File: config.mk
export PLATFORM = sky130hd
export DESIGN_NAME = webm_cluster_header_framer
export DESIGN_NICKNAME = d
export VERILOG_FILES = /design/src/hdl/wcf_pkg.sv /design/src/hdl/wcf_front.sv /design/src/hdl/wcf_queue.sv /design/src/hdl/wcf_back.sv /design/src/hdl/webm_cluster_header_framer.sv
export SDC_FILE = /design/constraint.sdc
export NUM_CORES = 1
export LEC_CHECK = 0
export ABC_AREA = 1
export ABC_CLOCK_PERIOD_IN_PS = 6600
export BUFFER_PORTS_ARGS = -buffer_cell sky130_fd_sc_hd__buf_2
export CELL_PAD_IN_SITES_DETAIL_PLACEMENT = 2
export CELL_PAD_IN_SITES_GLOBAL_PLACEMENT = 2
export CORE_MARGIN = 1.5
export CORE_UTILIZATION = 36
export DETAILED_ROUTE_END_ITERATION = 10
export HOLD_SLACK_MARGIN = 0.05
export PLACE_DENSITY_LB_ADDON = 0.15
export SKIP_LAST_GASP = 1
export SYNTH_ARGS = -nofsm -noshare
export SYNTH_HDL_FRONTEND = slang
export SYNTH_SLANG_ARGS = --single-unit
File: constraint.sdc
create_clock -name clk -period 6.6 [get_ports clk]
set_input_delay 0.66 -clock clk [delete_from_list [all_inputs] [get_ports clk]]
set_output_delay 0.66 -clock clk [all_outputs]
set_load 0.01 [all_outputs]
File: src/hdl/wcf_pkg.sv
// Shared types, constants and size functions for the WebM cluster header framer.
`default_nettype none

package wcf_pkg;

    // Field widths
    localparam int PAY_W  = 29;
    localparam int TS_W   = 32;
    localparam int SIZE_W = 31;
    localparam int CODE_W = 40;
    localparam int LEN_W  = 3;
    localparam int POS_W  = 5;

    // Header bytes
    localparam logic [31:0] CLUSTER_ID     = 32'h1F43_B675;
    localparam logic [7:0]  TIMECODE_ID    = 8'hE7;
    localparam logic [7:0]  TIMECODE_SIZE  = 8'h84;
    localparam logic [7:0]  SIMPLEBLOCK_ID = 8'hA3;
    localparam logic [7:0]  TRACK_NUMBER   = 8'h81;
    localparam logic [7:0]  ZERO_BYTE      = 8'h00;
    localparam logic [7:0]  FLAG_KEYFRAME  = 8'h80;
    localparam logic [7:0]  FLAG_INVISIBLE = 8'h08;
    localparam logic [7:0]  FLAG_DISCARD   = 8'h01;

    // Fixed element lengths around the size fields
    localparam logic [POS_W-1:0] ID_BYTES       = 5'd4;
    localparam logic [POS_W-1:0] TIMECODE_BYTES = 5'd6;
    localparam logic [POS_W-1:0] BLOCK_START    = 5'd7;
    localparam logic [SIZE_W-1:0] BLOCK_HDR     = 31'd4;
    localparam logic [SIZE_W-1:0] CLUSTER_FIXED = 31'd7;

    localparam logic [PAY_W-1:0] MAX_PAYLOAD_RESET = 29'd3110400;

    // One frame waiting to be serialized
    typedef struct packed {
        logic              too_large;
        logic [LEN_W-1:0]  cn;
        logic [LEN_W-1:0]  sn;
        logic [CODE_W-1:0] clus_code;
        logic [CODE_W-1:0] blk_code;
        logic [TS_W-1:0]   ts;
        logic [7:0]        flags;
    } desc_t;

    // Queue status seen by both sides
    typedef struct packed {
        logic full;
        logic empty;
    } q_stat_t;

    // Size field byte counts for one maximum payload
    typedef struct packed {
        logic [LEN_W-1:0] sn;
        logic [LEN_W-1:0] cn;
    } len_pair_t;

    // Smallest EBML vint length that holds v without the all-ones code.
    function automatic logic [LEN_W-1:0] vint_len(input logic [SIZE_W-1:0] v);
        logic [SIZE_W:0]   vp;
        logic [LEN_W-1:0]  n;
        vp = {1'b0, v} + 32'd1;
        n  = 3'd1;
        if (vp >= 32'd128)       n = 3'd2;
        if (vp >= 32'd16384)     n = 3'd3;
        if (vp >= 32'd2097152)   n = 3'd4;
        if (vp >= 32'd268435456) n = 3'd5;
        return n;
    endfunction

    // Byte counts of block size and cluster size for a maximum payload.
    function automatic len_pair_t size_lens(input logic [PAY_W-1:0] maxp);
        logic [SIZE_W-1:0] smax;
        logic [SIZE_W-1:0] cmax;
        len_pair_t         r;
        smax = {2'b00, maxp} + BLOCK_HDR;
        r.sn = vint_len(smax);
        cmax = smax + CLUSTER_FIXED + {28'd0, r.sn};
        r.cn = vint_len(cmax);
        return r;
    endfunction

    // Value with the vint length marker set.
    function automatic logic [CODE_W-1:0] vint_code(input logic [SIZE_W-1:0] v,
                                                     input logic [LEN_W-1:0]  n);
        logic [CODE_W-1:0] c;
        c = {9'd0, v};
        case (n)
            3'd1:    c[7]  = 1'b1;
            3'd2:    c[14] = 1'b1;
            3'd3:    c[21] = 1'b1;
            3'd4:    c[28] = 1'b1;
            default: c[35] = 1'b1;
        endcase
        return c;
    endfunction

    localparam len_pair_t RESET_LENS = size_lens(MAX_PAYLOAD_RESET);

endpackage

`default_nettype wire

File: src/hdl/wcf_front.sv
// Front end: holds the maximum payload, clamps each frame and builds its size codes.
`default_nettype none

module wcf_front (
    input  wire logic                        clk,
    input  wire logic                        rst_n,
    input  wire logic                        cfg_we,
    input  wire logic [wcf_pkg::PAY_W-1:0]   cfg_wdata,
    input  wire logic                        in_valid,
    output logic                             in_ready,
    input  wire logic [wcf_pkg::PAY_W-1:0]   payload_bytes,
    input  wire logic [wcf_pkg::TS_W-1:0]    time_stamp,
    input  wire logic                        keyframe,
    input  wire logic                        invisible,
    input  wire logic                        discardable,
    input  wire wcf_pkg::q_stat_t            q_stat,
    output logic                             push,
    output wcf_pkg::desc_t                   push_desc
);

    logic [wcf_pkg::PAY_W-1:0]  max_reg;
    wcf_pkg::len_pair_t         lens_reg;
    logic                       too_large;
    logic [wcf_pkg::PAY_W-1:0]  pay_clamped;
    logic [wcf_pkg::SIZE_W-1:0] blk_size;
    logic [wcf_pkg::SIZE_W-1:0] clus_size;

    // Configuration register with its size field lengths worked out at write time.
    always_ff @(posedge clk or negedge rst_n)
    begin
        if (!rst_n)
        begin
            max_reg  <= wcf_pkg::MAX_PAYLOAD_RESET;
            lens_reg <= wcf_pkg::RESET_LENS;
        end
        else if (cfg_we)
        begin
            max_reg  <= cfg_wdata;
            lens_reg <= wcf_pkg::size_lens(cfg_wdata);
        end
    end

    // Clamp the payload and form both sizes.
    always_comb
    begin
        too_large   = (payload_bytes > max_reg);
        pay_clamped = too_large ? max_reg : payload_bytes;
        blk_size    = {2'b00, pay_clamped} + wcf_pkg::BLOCK_HDR;
        clus_size   = blk_size + wcf_pkg::CLUSTER_FIXED + {28'd0, lens_reg.sn};
    end

    // Descriptor handed to the queue.
    always_comb
    begin
        push_desc.too_large = too_large;
        push_desc.cn        = lens_reg.cn;
        push_desc.sn        = lens_reg.sn;
        push_desc.clus_code = wcf_pkg::vint_code(clus_size, lens_reg.cn);
        push_desc.blk_code  = wcf_pkg::vint_code(blk_size, lens_reg.sn);
        push_desc.ts        = time_stamp;
        push_desc.flags     = (keyframe    ? wcf_pkg::FLAG_KEYFRAME  : wcf_pkg::ZERO_BYTE)
                            | (invisible   ? wcf_pkg::FLAG_INVISIBLE : wcf_pkg::ZERO_BYTE)
                            | (discardable ? wcf_pkg::FLAG_DISCARD   : wcf_pkg::ZERO_BYTE);
    end

    assign in_ready = !q_stat.full;
    assign push     = in_valid && !q_stat.full;

endmodule

`default_nettype wire

File: src/hdl/wcf_queue.sv
// Two-entry frame descriptor queue between front end and serializer.
`default_nettype none

module wcf_queue (
    input  wire logic                clk,
    input  wire logic                rst_n,
    input  wire logic                push,
    input  wire wcf_pkg::desc_t      push_desc,
    input  wire logic                pop,
    output wcf_pkg::desc_t           pop_desc,
    output wcf_pkg::q_stat_t         q_stat
);

    wcf_pkg::desc_t entry_reg [2];
    logic           wr_ptr_reg;
    logic           rd_ptr_reg;
    logic [1:0]     count_reg;
    logic [1:0]     count_next;

    // Entry storage; no reset needed on payload.
    always_ff @(posedge clk)
    begin
        if (push)
        begin
            entry_reg[wr_ptr_reg] <= push_desc;
        end
    end

    always_comb
    begin
        count_next = count_reg;
        if (push && !pop)
        begin
            count_next = count_reg + 2'd1;
        end
        else if (pop && !push)
        begin
            count_next = count_reg - 2'd1;
        end
    end

    // Pointers and fill count.
    always_ff @(posedge clk or negedge rst_n)
    begin
        if (!rst_n)
        begin
            wr_ptr_reg <= 1'b0;
            rd_ptr_reg <= 1'b0;
            count_reg  <= 2'd0;
        end
        else
        begin
            if (push)
            begin
                wr_ptr_reg <= !wr_ptr_reg;
            end
            if (pop)
            begin
                rd_ptr_reg <= !rd_ptr_reg;
            end
            count_reg <= count_next;
        end
    end

    assign pop_desc     = entry_reg[rd_ptr_reg];
    assign q_stat.full  = (count_reg == 2'd2);
    assign q_stat.empty = (count_reg == 2'd0);

`ifndef ASSERT_OFF
    a_no_overflow: assert property (@(posedge clk) disable iff (!rst_n)
        push |-> (count_reg != 2'd2))
        else $error("descriptor queue written while full");

    a_no_underflow: assert property (@(posedge clk) disable iff (!rst_n)
        pop |-> (count_reg != 2'd0))
        else $error("descriptor queue read while empty");

    a_count_range: assert property (@(posedge clk) disable iff (!rst_n)
        count_reg != 2'd3)
        else $error("descriptor queue count out of range");
`endif

endmodule

`default_nettype wire

File: src/hdl/wcf_back.sv
// Serializer: walks one header byte per cycle into the output register while the receiver does not stall.
`default_nettype none

module wcf_back (
    input  wire logic                 clk,
    input  wire logic                 rst_n,
    input  wire wcf_pkg::q_stat_t     q_stat,
    input  wire wcf_pkg::desc_t       pop_desc,
    output logic                      pop,
    output logic                      m_tvalid,
    input  wire logic                 m_tready,
    output logic [7:0]                m_tdata,
    output logic                      m_tlast,
    output logic                      m_tuser
);

    wcf_pkg::desc_t             desc_reg;
    logic                       busy_reg;
    logic [wcf_pkg::POS_W-1:0]  pos_reg;
    logic                       out_valid_reg;
    logic [7:0]                 out_byte_reg;
    logic                       out_last_reg;
    logic                       out_tl_reg;

    logic                       step;
    logic [7:0]                 cur_byte;
    logic                       cur_last;
    logic [wcf_pkg::POS_W-1:0]  clus_end;
    logic [wcf_pkg::POS_W-1:0]  rel_tc;
    logic [wcf_pkg::POS_W-1:0]  rel_blk;
    logic [wcf_pkg::POS_W-1:0]  rel_tail;
    logic [wcf_pkg::POS_W-1:0]  hdr_len;
    logic [wcf_pkg::LEN_W-1:0]  vint_idx;

    function automatic logic [7:0] code_byte(input logic [wcf_pkg::CODE_W-1:0] c,
                                             input logic [wcf_pkg::LEN_W-1:0]  i);
        logic [7:0] b;
        case (i)
            3'd0:    b = c[7:0];
            3'd1:    b = c[15:8];
            3'd2:    b = c[23:16];
            3'd3:    b = c[31:24];
            default: b = c[39:32];
        endcase
        return b;
    endfunction

    // Segment offsets for the current frame.
    always_comb
    begin
        clus_end = wcf_pkg::ID_BYTES + {2'b00, desc_reg.cn};
        rel_tc   = pos_reg - clus_end;
        rel_blk  = rel_tc - wcf_pkg::BLOCK_START;
        rel_tail = rel_blk - {2'b00, desc_reg.sn};
        hdr_len  = clus_end + wcf_pkg::BLOCK_START + {2'b00, desc_reg.sn} + 5'd4;
    end

    // Pick the byte at the current position.
    always_comb
    begin
        cur_byte = wcf_pkg::ZERO_BYTE;
        cur_last = 1'b0;
        vint_idx = 3'd0;
        if (pos_reg < wcf_pkg::ID_BYTES)
        begin
            case (pos_reg[1:0])
                2'd0:    cur_byte = wcf_pkg::CLUSTER_ID[31:24];
                2'd1:    cur_byte = wcf_pkg::CLUSTER_ID[23:16];
                2'd2:    cur_byte = wcf_pkg::CLUSTER_ID[15:8];
                default: cur_byte = wcf_pkg::CLUSTER_ID[7:0];
            endcase
        end
        else if (pos_reg < clus_end)
        begin
            vint_idx = 3'(clus_end - 5'd1 - pos_reg);
            cur_byte = code_byte(desc_reg.clus_code, vint_idx);
        end
        else if (rel_tc < wcf_pkg::BLOCK_START)
        begin
            case (rel_tc[2:0])
                3'd0:    cur_byte = wcf_pkg::TIMECODE_ID;
                3'd1:    cur_byte = wcf_pkg::TIMECODE_SIZE;
                3'd2:    cur_byte = desc_reg.ts[31:24];
                3'd3:    cur_byte = desc_reg.ts[23:16];
                3'd4:    cur_byte = desc_reg.ts[15:8];
                3'd5:    cur_byte = desc_reg.ts[7:0];
                default: cur_byte = wcf_pkg::SIMPLEBLOCK_ID;
            endcase
        end
        else if (rel_blk < {2'b00, desc_reg.sn})
        begin
            vint_idx = 3'(desc_reg.sn - 3'd1 - rel_blk[2:0]);
            cur_byte = code_byte(desc_reg.blk_code, vint_idx);
        end
        else
        begin
            case (rel_tail[1:0])
                2'd0:    cur_byte = wcf_pkg::TRACK_NUMBER;
                2'd1:    cur_byte = wcf_pkg::ZERO_BYTE;
                2'd2:    cur_byte = wcf_pkg::ZERO_BYTE;
                default:
                begin
                    cur_byte = desc_reg.flags;
                    cur_last = 1'b1;
                end
            endcase
        end
    end

    assign step = busy_reg && (!out_valid_reg || m_tready);
    assign pop  = !q_stat.empty && (!busy_reg || (step && cur_last));

    // Sequencer: load a frame, then advance one byte per output slot.
    always_ff @(posedge clk or negedge rst_n)
    begin
        if (!rst_n)
        begin
            busy_reg <= 1'b0;
            pos_reg  <= '0;
        end
        else if (pop)
        begin
            busy_reg <= 1'b1;
            pos_reg  <= '0;
        end
        else if (step)
        begin
            if (cur_last)
            begin
                busy_reg <= 1'b0;
            end
            pos_reg <= pos_reg + 5'd1;
        end
    end

    always_ff @(posedge clk)
    begin
        if (pop)
        begin
            desc_reg <= pop_desc;
        end
    end

    // Output register.
    always_ff @(posedge clk or negedge rst_n)
    begin
        if (!rst_n)
        begin
            out_valid_reg <= 1'b0;
        end
        else if (step)
        begin
            out_valid_reg <= 1'b1;
        end
        else if (m_tready)
        begin
            out_valid_reg <= 1'b0;
        end
    end

    always_ff @(posedge clk)
    begin
        if (step)
        begin
            out_byte_reg <= cur_byte;
            out_last_reg <= cur_last;
            out_tl_reg   <= desc_reg.too_large;
        end
    end

    assign m_tvalid = out_valid_reg;
    assign m_tdata  = out_byte_reg;
    assign m_tlast  = out_last_reg;
    assign m_tuser  = out_tl_reg;

`ifndef ASSERT_OFF
    a_pos_in_header: assert property (@(posedge clk) disable iff (!rst_n)
        busy_reg |-> (pos_reg < hdr_len))
        else $error("byte position past end of header");

    a_last_is_flags: assert property (@(posedge clk) disable iff (!rst_n)
        (m_tvalid && m_tlast) |-> ((m_tdata & 8'h76) == 8'h00))
        else $error("last byte carries bits outside the flag set");

    a_last_at_end: assert property (@(posedge clk) disable iff (!rst_n)
        (step && cur_last) |-> (pos_reg == hdr_len - 5'd1))
        else $error("frame ends before its header length");
`endif

endmodule

`default_nettype wire

File: src/hdl/webm_cluster_header_framer.sv
// Top level of the WebM cluster header framer.
// Each input transfer on the s_ channel describes one frame: payload length and
// timestamp in s_tdata, keyframe/invisible/discardable flags in s_tuser. For
// each frame the block sends the Cluster header with a single SimpleBlock
// header on the m_ channel, one byte per transfer; m_tlast marks the flags
// byte and m_tuser is set on every byte when the payload was clamped.
// A header is 15 + CN + SN bytes (17 to 25); CN and SN follow from the
// maximum payload written on cfg_we/cfg_wdata (23 bytes after reset).
// An input frame passes the queue, the descriptor register and the output
// register before its first header byte. The serializer emits one byte per
// cycle while m_tready is high, through the single byte lane of the output
// register, and starts the next frame right after the flags byte. A two-entry
// queue lets the front end keep accepting frames while the serializer works
// or the receiver stalls. When m_tready is low the output register holds its
// byte and the queue fills; s_tready drops once it is full. Reset empties the
// queue and output and restores the maximum payload to 3110400 bytes.
`default_nettype none

module webm_cluster_header_framer (
    input  wire logic        clk,
    input  wire logic        rst_n,
    input  wire logic        cfg_we,
    input  wire logic [28:0] cfg_wdata,   // max_payload_bytes
    input  wire logic        s_tvalid,
    output logic             s_tready,
    input  wire logic [63:0] s_tdata,     // payload_bytes[28:0], time_stamp[60:29], zero
    input  wire logic [2:0]  s_tuser,     // keyframe[0], invisible[1], discardable[2]
    output logic             m_tvalid,
    input  wire logic        m_tready,
    output logic [7:0]       m_tdata,     // out_byte[7:0]
    output logic             m_tlast,
    output logic             m_tuser      // too_large[0]
);

    logic              push;
    logic              pop;
    wcf_pkg::desc_t    push_desc;
    wcf_pkg::desc_t    pop_desc;
    wcf_pkg::q_stat_t  q_stat;

    wcf_front u_front (
        .clk           (clk),
        .rst_n         (rst_n),
        .cfg_we        (cfg_we),
        .cfg_wdata     (cfg_wdata),
        .in_valid      (s_tvalid),
        .in_ready      (s_tready),
        .payload_bytes (s_tdata[28:0]),
        .time_stamp    (s_tdata[60:29]),
        .keyframe      (s_tuser[0]),
        .invisible     (s_tuser[1]),
        .discardable   (s_tuser[2]),
        .q_stat        (q_stat),
        .push          (push),
        .push_desc     (push_desc)
    );

    wcf_queue u_queue (
        .clk       (clk),
        .rst_n     (rst_n),
        .push      (push),
        .push_desc (push_desc),
        .pop       (pop),
        .pop_desc  (pop_desc),
        .q_stat    (q_stat)
    );

    wcf_back u_back (
        .clk      (clk),
        .rst_n    (rst_n),
        .q_stat   (q_stat),
        .pop_desc (pop_desc),
        .pop      (pop),
        .m_tvalid (m_tvalid),
        .m_tready (m_tready),
        .m_tdata  (m_tdata),
        .m_tlast  (m_tlast),
        .m_tuser  (m_tuser)
    );

endmodule

`default_nettype wire

### Yosys cells after proc, flatten, opt, wreduce, memory -nomap -nowiden

Memory sizes are Yosys's and may differ from the RTL's. A register that Yosys moved wholly into a read port is not among the register bits.
Cells that the tools add are included.

| storage, ports and cells | value |
|---|---|
| bits in registers | 136 |
| RAM bits | 220 |
| memories kept | 1 |
| input bits | 101 |
| word-level logic and storage cells | 152 |

| operators by class | value |
|---|---|
| add/sub/neg operators | 19 |
| muxes and demuxes | 48 |
| equality and inequality tests | 24 |
| order comparisons | 13 |
| reductions and logical operators | 31 |
| bitwise gates (word level) | 2 |

Memories:

| name | words | width | read ports | clocked after Yosys merged registers in | wr ports | line | RTL |
|---|---|---|---|---|---|---|---|
| u_queue.entry_reg | 2 | 110 | 1 | 1 | 1 | wcf_queue.sv:14 | `wcf_pkg::desc_t entry_reg [2];` |

Operators with widths:

| cell | count |
|---|---|
| $add A31 B1 Y32 const B | 2 |
| $ge A32 B15 Y1 const B | 2 |
| $ge A32 B22 Y1 const B | 2 |
| $ge A32 B29 Y1 const B | 2 |
| $ge A32 B8 Y1 const B | 2 |
| $pmux W8 S4 | 2 |
| $add A31 B3 Y31 | 2 |
| $add A31 B3 Y31 const B | 2 |
| $add A29 B3 Y30 const B | 2 |
| $pmux W8 S6 | 1 |
| $mux W8 | 5 |
| $eq A3 B2 Y1 const B | 10 |
| $gt A29 B29 Y1 | 1 |
| $mux W29 | 1 |
| $pmux W8 S3 | 1 |
| $mux W1 | 23 |
| $or A8 B8 Y8 | 2 |
| $pmux W8 S2 | 1 |
| $eq A3 B1 Y1 const B | 5 |
| $mux W3 | 5 |
| $eq A3 B3 Y1 const B | 4 |
| $mux W2 | 6 |
| $lt A5 B3 Y1 const B | 2 |
| $mux W5 | 2 |
| 24 further kinds | 50 |

### Depth between registers and ports, before layout

| logic depth | value |
|---|---|
| word-level depth | 17 |
| gate-level depth with buffers | 52 |
| depth with buffers taken out | 52 |

### Modules after synthesis

Synthesis repeated with hierarchy kept, for this count alone.

| second synthesis, totals | value |
|---|---|
| cells, all modules | 2219 |
| area, all modules | 23153.5 sq um |

By module, submodules not included:

| module | sequential area each (sq um) | cells each | area each (sq um) | times used |
|---|---|---|---|---|
| wcf_queue | 7727.4 | 420 | 9446.6 | 1 |
| wcf_front | 890.9 | 1295 | 7537.2 | 1 |
| wcf_back | 4289.1 | 504 | 6169.7 | 1 |

### Least setup slack after synthesis

OpenSTA, ideal clock, no wires.

| timing | value |
|---|---|
| path kind | register to register |
| from | register u_back.pos_reg[0] in the netlist's numbering |
| to | register u_back.desc_reg[0] (netlist name) |
| library setup time | 0.462 ns |
| arrival time | 5.560 ns |
| stages on the path, launching flop included | 23 |
| required time | 6.138 ns |
| slack | 0.579 ns |
| path buffers | 1 |
| cell sequence | dfrtp_1 > inv_1 > ha_1 > inv_1 > fa_1 > nand2_1 > inv_1 > nor2_1 > inv_1 > clkbuf_1 > ha_1 > inv_1 > ha_1 > inv_1 > o22ai_1 > a211oi_1 > nand2_1 > inv_1 > nor2_1 > nand3_1 > o21ai_0 > o21ai_0 > inv_1 |

| between the ends | value |
|---|---|
| longest elaborated chain between the ends | 13 |
| elaborated cells on any way between the ends | 19 |
| classes of those cells | add/sub: 3; order compare: 4; eq/ne: 2; mux: 5; reduce/logical: 5 |

Ends and longest elaborated chain:

| item | line | RTL |
|---|---|---|
| start, declared | wcf_back.sv:19 | `logic [wcf_pkg::POS_W-1:0] pos_reg;` |
| start signal, assigned | wcf_back.sv:132 | `pos_reg <= pos_reg + 5'd1;` |
| $sub A5 B4 Y5 | wcf_back.sv:52 | `rel_tc = pos_reg - clus_end;` |
| $sub A5 B3 Y5 | wcf_back.sv:53 | `rel_blk = rel_tc - wcf_pkg::BLOCK_START;` |
| $sub A2 B2 Y2 | wcf_back.sv:54 | `rel_tail = rel_blk - {2'b00, desc_reg.sn};` |
| $eq A2 B1 Y1 (tied with other cells) | wcf_back.sv:97 | `case (rel_tail[1:0])` |
| $reduce_or A3 Y1 (no line) | n/a |  |
| $mux W1 | wcf_back.sv:97 |  |
| $mux W1 | wcf_back.sv:90 | `else if (rel_blk < {2'b00, desc_reg.sn})` |
| $mux W1 | wcf_back.sv:78 | `else if (rel_tc < wcf_pkg::BLOCK_START)` |
| $mux W1 | wcf_back.sv:73 | `else if (pos_reg < clus_end)` |
| $mux W1 * | wcf_back.sv:64 | `if (pos_reg < wcf_pkg::ID_BYTES)` |
| $logic_and A1 B1 Y1 * | wcf_back.sv:111 | `assign pop = !q_stat.empty && (!busy_reg \|\| (step && cur_last));` |
| $logic_or A1 B1 Y1 * | wcf_back.sv:111 |  |
| $logic_and A1 B1 Y1 * | wcf_back.sv:111 |  |
| named net pop | webm_cluster_header_framer.sv:36 | `logic pop;` |

Mark *: on every way through the listed nets, which the timed path passes. The rest lies on a longest branch.
A chain may end at the register's enable or synchronous reset.

### Worst setup path in the final report

| timing | value |
|---|---|
| from | input cfg_wdata[2] |
| to | register u_front.lens_reg, in the netlist u_front.push_desc[124] |

| between the ends | value |
|---|---|
| longest elaborated chain between the ends | 15 |
| elaborated cells on any way between the ends | 22 |
| classes of those cells | add/sub: 5; order compare: 8; mux: 9 |

Ends and longest elaborated chain:

| item | line | RTL |
|---|---|---|
| start, declared | webm_cluster_header_framer.sv:23 | `input wire logic [28:0] cfg_wdata,` |
| $add A29 B3 Y30 * | wcf_pkg.sv:75 | `smax = {2'b00, maxp} + BLOCK_HDR;` |
| $add A31 B1 Y32 | wcf_pkg.sv:61 | `vp = {1'b0, v} + 32'd1;` |
| $ge A32 B8 Y1 | wcf_pkg.sv:63 | `if (vp >= 32'd128) n = 3'd2;` |
| $mux W2 | wcf_pkg.sv:63 |  |
| $mux W2 | wcf_pkg.sv:64 | `if (vp >= 32'd16384) n = 3'd3;` |
| $mux W3 | wcf_pkg.sv:65 | `if (vp >= 32'd2097152) n = 3'd4;` |
| $mux W3 | wcf_pkg.sv:66 | `if (vp >= 32'd268435456) n = 3'd5;` |
| $mux W3 | wcf_front.sv:36 | `else if (cfg_we)` |
| $add A31 B3 Y31 * | wcf_pkg.sv:77 | `cmax = smax + CLUSTER_FIXED + {28'd0, r.sn};` |
| $add A31 B1 Y32 * | wcf_pkg.sv:61 |  |
| $ge A32 B8 Y1 | wcf_pkg.sv:63 |  |
| $mux W2 | wcf_pkg.sv:63 |  |
| $mux W2 | wcf_pkg.sv:64 |  |
| $mux W3 | wcf_pkg.sv:65 |  |
| $mux W3 * | wcf_pkg.sv:66 |  |
| end signal, assigned | wcf_front.sv:34 | `lens_reg <= wcf_pkg::RESET_LENS;` |
| end signal, assigned | wcf_front.sv:39 | `lens_reg <= wcf_pkg::size_lens(cfg_wdata);` |
| end, declared | wcf_front.sv:22 | `wcf_pkg::len_pair_t lens_reg;` |

Every way passes the cells marked *; elsewhere a longest branch is shown, timed or not. The select of a mux whose other input is x is not followed.

==> impl_metrics.ini <==
[timing]
relSlewSlack = 0.198
worst_pin_slew_ps = 1190
fin_crit_ps = 6270
setup_viol = 0
fmax_mhz = 159
skew_ps = 19.5
maxSlewViolCount = 0
hold_viol_final = 0
post-route-period-util = 0.950
worst_slack_ps = 328

[floorplan]
coreArea_mm2 = 0.0580
dieArea_mm2 = 0.0604
start_util = 0.366
dieWidth_um = 246
pin_count = 113
std_cell_rows = 88
die_h_um = 246

[logic_synthesis]
synthTopCellsByArea = edfxtp_1 46%, nand2_1 16%, inv_1 4.3%
yosysUniqueCellTypes = 59
synth_compound_area_frac = 0.0480
synth_fa_ha_area_frac = 0.0421
synth_seq_cells = 371
seq_area_frac_synth = 0.515
synth-xor-area-share = 0.0243
synth_top_cell_by_area = edfxtp_1
synth-edff-count = 325
synth_top_family_by_area = simple AND/OR/NAND/NOR gates
synth_area_mm2 = 0.0212
synthMuxAreaShare = 0
ys_warn_count = 0
synth_simple_gate_area_frac = 0.315
synth_async_sr_flop_share = 0.124
synth_top_area_frac = 0.460
synthFlopType = edfxtp_1
avgSynthCellArea_um2 = 8.57
postSynthCellCount = 2477

[clock_network]
cts_sinks = 371
clk_latency_ps = 580
cts-htree-levels = 2
holdBufCountCts = 0
cts_tree = done
cts_inserted_buffers = 41
clockBufferDepth = 3
root_buffer = clkbuf_16
clkTransAtPathRegs_ps = 60

[global_routing]
grt_overflow = 0
grt_pass1_vias = 20700
grt_usage = 0.270
antenna_found_initial = 0
grt_start_max_net_pins = 72
grt_pass1_wl_mm = 124

[setup_path]
cp_slowest_cell = fa_1
required_ps = 7070
cp.arrival_ps = 6740
cp_max_fo = 7
cp-start-kind = primary input
crit_top_cell = nand2_1
cpPeakStageDelay_ps = 390
endpoint_kind = flop
critical_path_class = in2reg

[drt]
drc_errors = 0
firstDrtPassIters = 5
drtAntennaViolNets = 0
routedWlPerCell_um = 22.6
routed_wl_mm = 81.0
drtIter0Drc = 739
viasPerCell = 5.17
vias = 18500

[finish]
seqCellArea_mm2 = 0.0109
final_cells = 3581
nets = 2955
insertedDiodeCount = 0
multi_input_area_mm2 = 0.00942
areaGrowthSynthToFinish_pct = 21.1
fill_cells = 6475
stdcell_area_mm2 = 0.0257
largest_reg_flops = 210
drive_above_1_share = 0.212

[placed_design]
place_inst = 3494
hpwl_mm = 61.8
post-place-ws_ps = -455
routabilityCongestion = 0.852
placed_area_mm2 = 0.0240
port_buffers = 109

[power_and_ir_drop]
p_int_mw = 5.93
p_leak_nw = 11.3
power_mw = 10.3
switching_power_mw = 4.38
p_comb_frac = 0.408
clock_power_share = 0.226
ir_drop_v = 0.000296
power.share.switching = 0.425
seq_power_share = 0.366
power.density_mw_per_mm2 = 401

[flow_run]
maxCapViolCount = 0

[min_path]
min_path_type = in2reg

[status]
status = completed
## layout by cell type (no fill, tap or decap), drive strengths merged, types with 35 or more instances in the layout
| cell | instances |
|---|---|
| a21oi | 35 |
| buf | 310 |
| clkbuf | 55 |
| edfxtp | 325 |
| ha | 65 |
| inv | 256 |
| nand2 | 980 |
| nand3 | 154 |
| nand4 | 55 |
| nor2 | 258 |
| nor3 | 35 |
| o21ai | 84 |
| xor2 | 52 |
## cells in the mapped netlist (all sizes together) (34+ instances only)
library cell  instances
dfrtp                34
o21ai                84
a21oi                35
ha                   65
nand4                55
nand2               980
nor2                258
inv                 257
nor3                 35
nand3               154
edfxtp              325
xor2                 52
## timing repair
action,CTS,global route
gates resized for setup,0,84
setup buffers,0,13
endpoints found under the setup margin,0,3
hold endpoints to repair,0,0
## layout make-up
class / instances / share of cell area
clock buffer: 55 / 0.0439
sequential: 371 / 0.425
tap: 765 / 0.0372
multi-input combinational: 1801 / 0.366
inverter: 260 / 0.0382
clock inverter: 19 / 0.00778
timing repair buffer: 310 / 0.0815
## worst max-delay path: cells and delay by family
| kind | cells | cell delay, ps |
|---|---|---|
| and+or+nand+nor | 30 | 3450 |
| buffers and inverters | 9 | 900 |
| adders and majority gates | 4 | 940 |
| AOI/OAI and AO/OA | 5 | 780 |
## logic make-up after synthesis
| family | count (synthesis) |
|---|---|
| other cells | 1 |
| flops | 371 |
| fa+ha+maj | 69 |
| buf+inv | 306 |
| compound gates | 170 |
| xor+xnor | 58 |
| simple gates | 1502 |
## metrics by stage
| stage | setup TNS, ps | hold WS, ps | utilization |
|---|---|---|---|
| after floorplan | 0 | 364 | - |
| after global placement | -488 | 405 | 0.413 |
| after detailed placement | -1280 | 428 | 0.413 |
| after CTS | 0 | 242 | 0.436 |
| after global routing | -280 | 261 | 0.443 |
| final | 0 | 267 | 0.443 |
## path summary, 6_finish.rpt
kind,from,endpoint,slack [ps],cells past startpoint
hold reg to reg,u_back.desc_reg[126],u_back.m_tuser,440,0
min in group asynchronous,rst_n,u_back.pos_reg[1],300,2
setup reg to reg,u_front.max_reg[16],u_queue.entry_reg[0][100],780,25
max in group asynchronous,rst_n,u_queue.rd_ptr_reg,5630,2
hold / removal,s_tdata[29],u_queue.entry_reg[1][8],270,1
setup / recovery,cfg_wdata[2],u_front.push_desc[124],330,48
## per-layer routing
metal	up-vias	global-route usage	wire length, um
li1	8759	-	-
met1	9307	0.322	33800
met2	340	0.500	42100
met3	121	0.0240	2040
met4	0	0.101	3060
met5	-	0	0
## power by group through the flow
stage	logic (mW)	registers, mW	clock network (mW)
5_1_grt	4.57	3.82	2.45
4_1_cts	4.21	3.78	2.37
3_5_place_dp	4.12	3.81	0
6_report	4.21	3.77	2.33
2_1_floorplan	2.38	3.72	0
3_3_place_gp	3.79	3.74	0
Power figures use the tool's default switching activity.
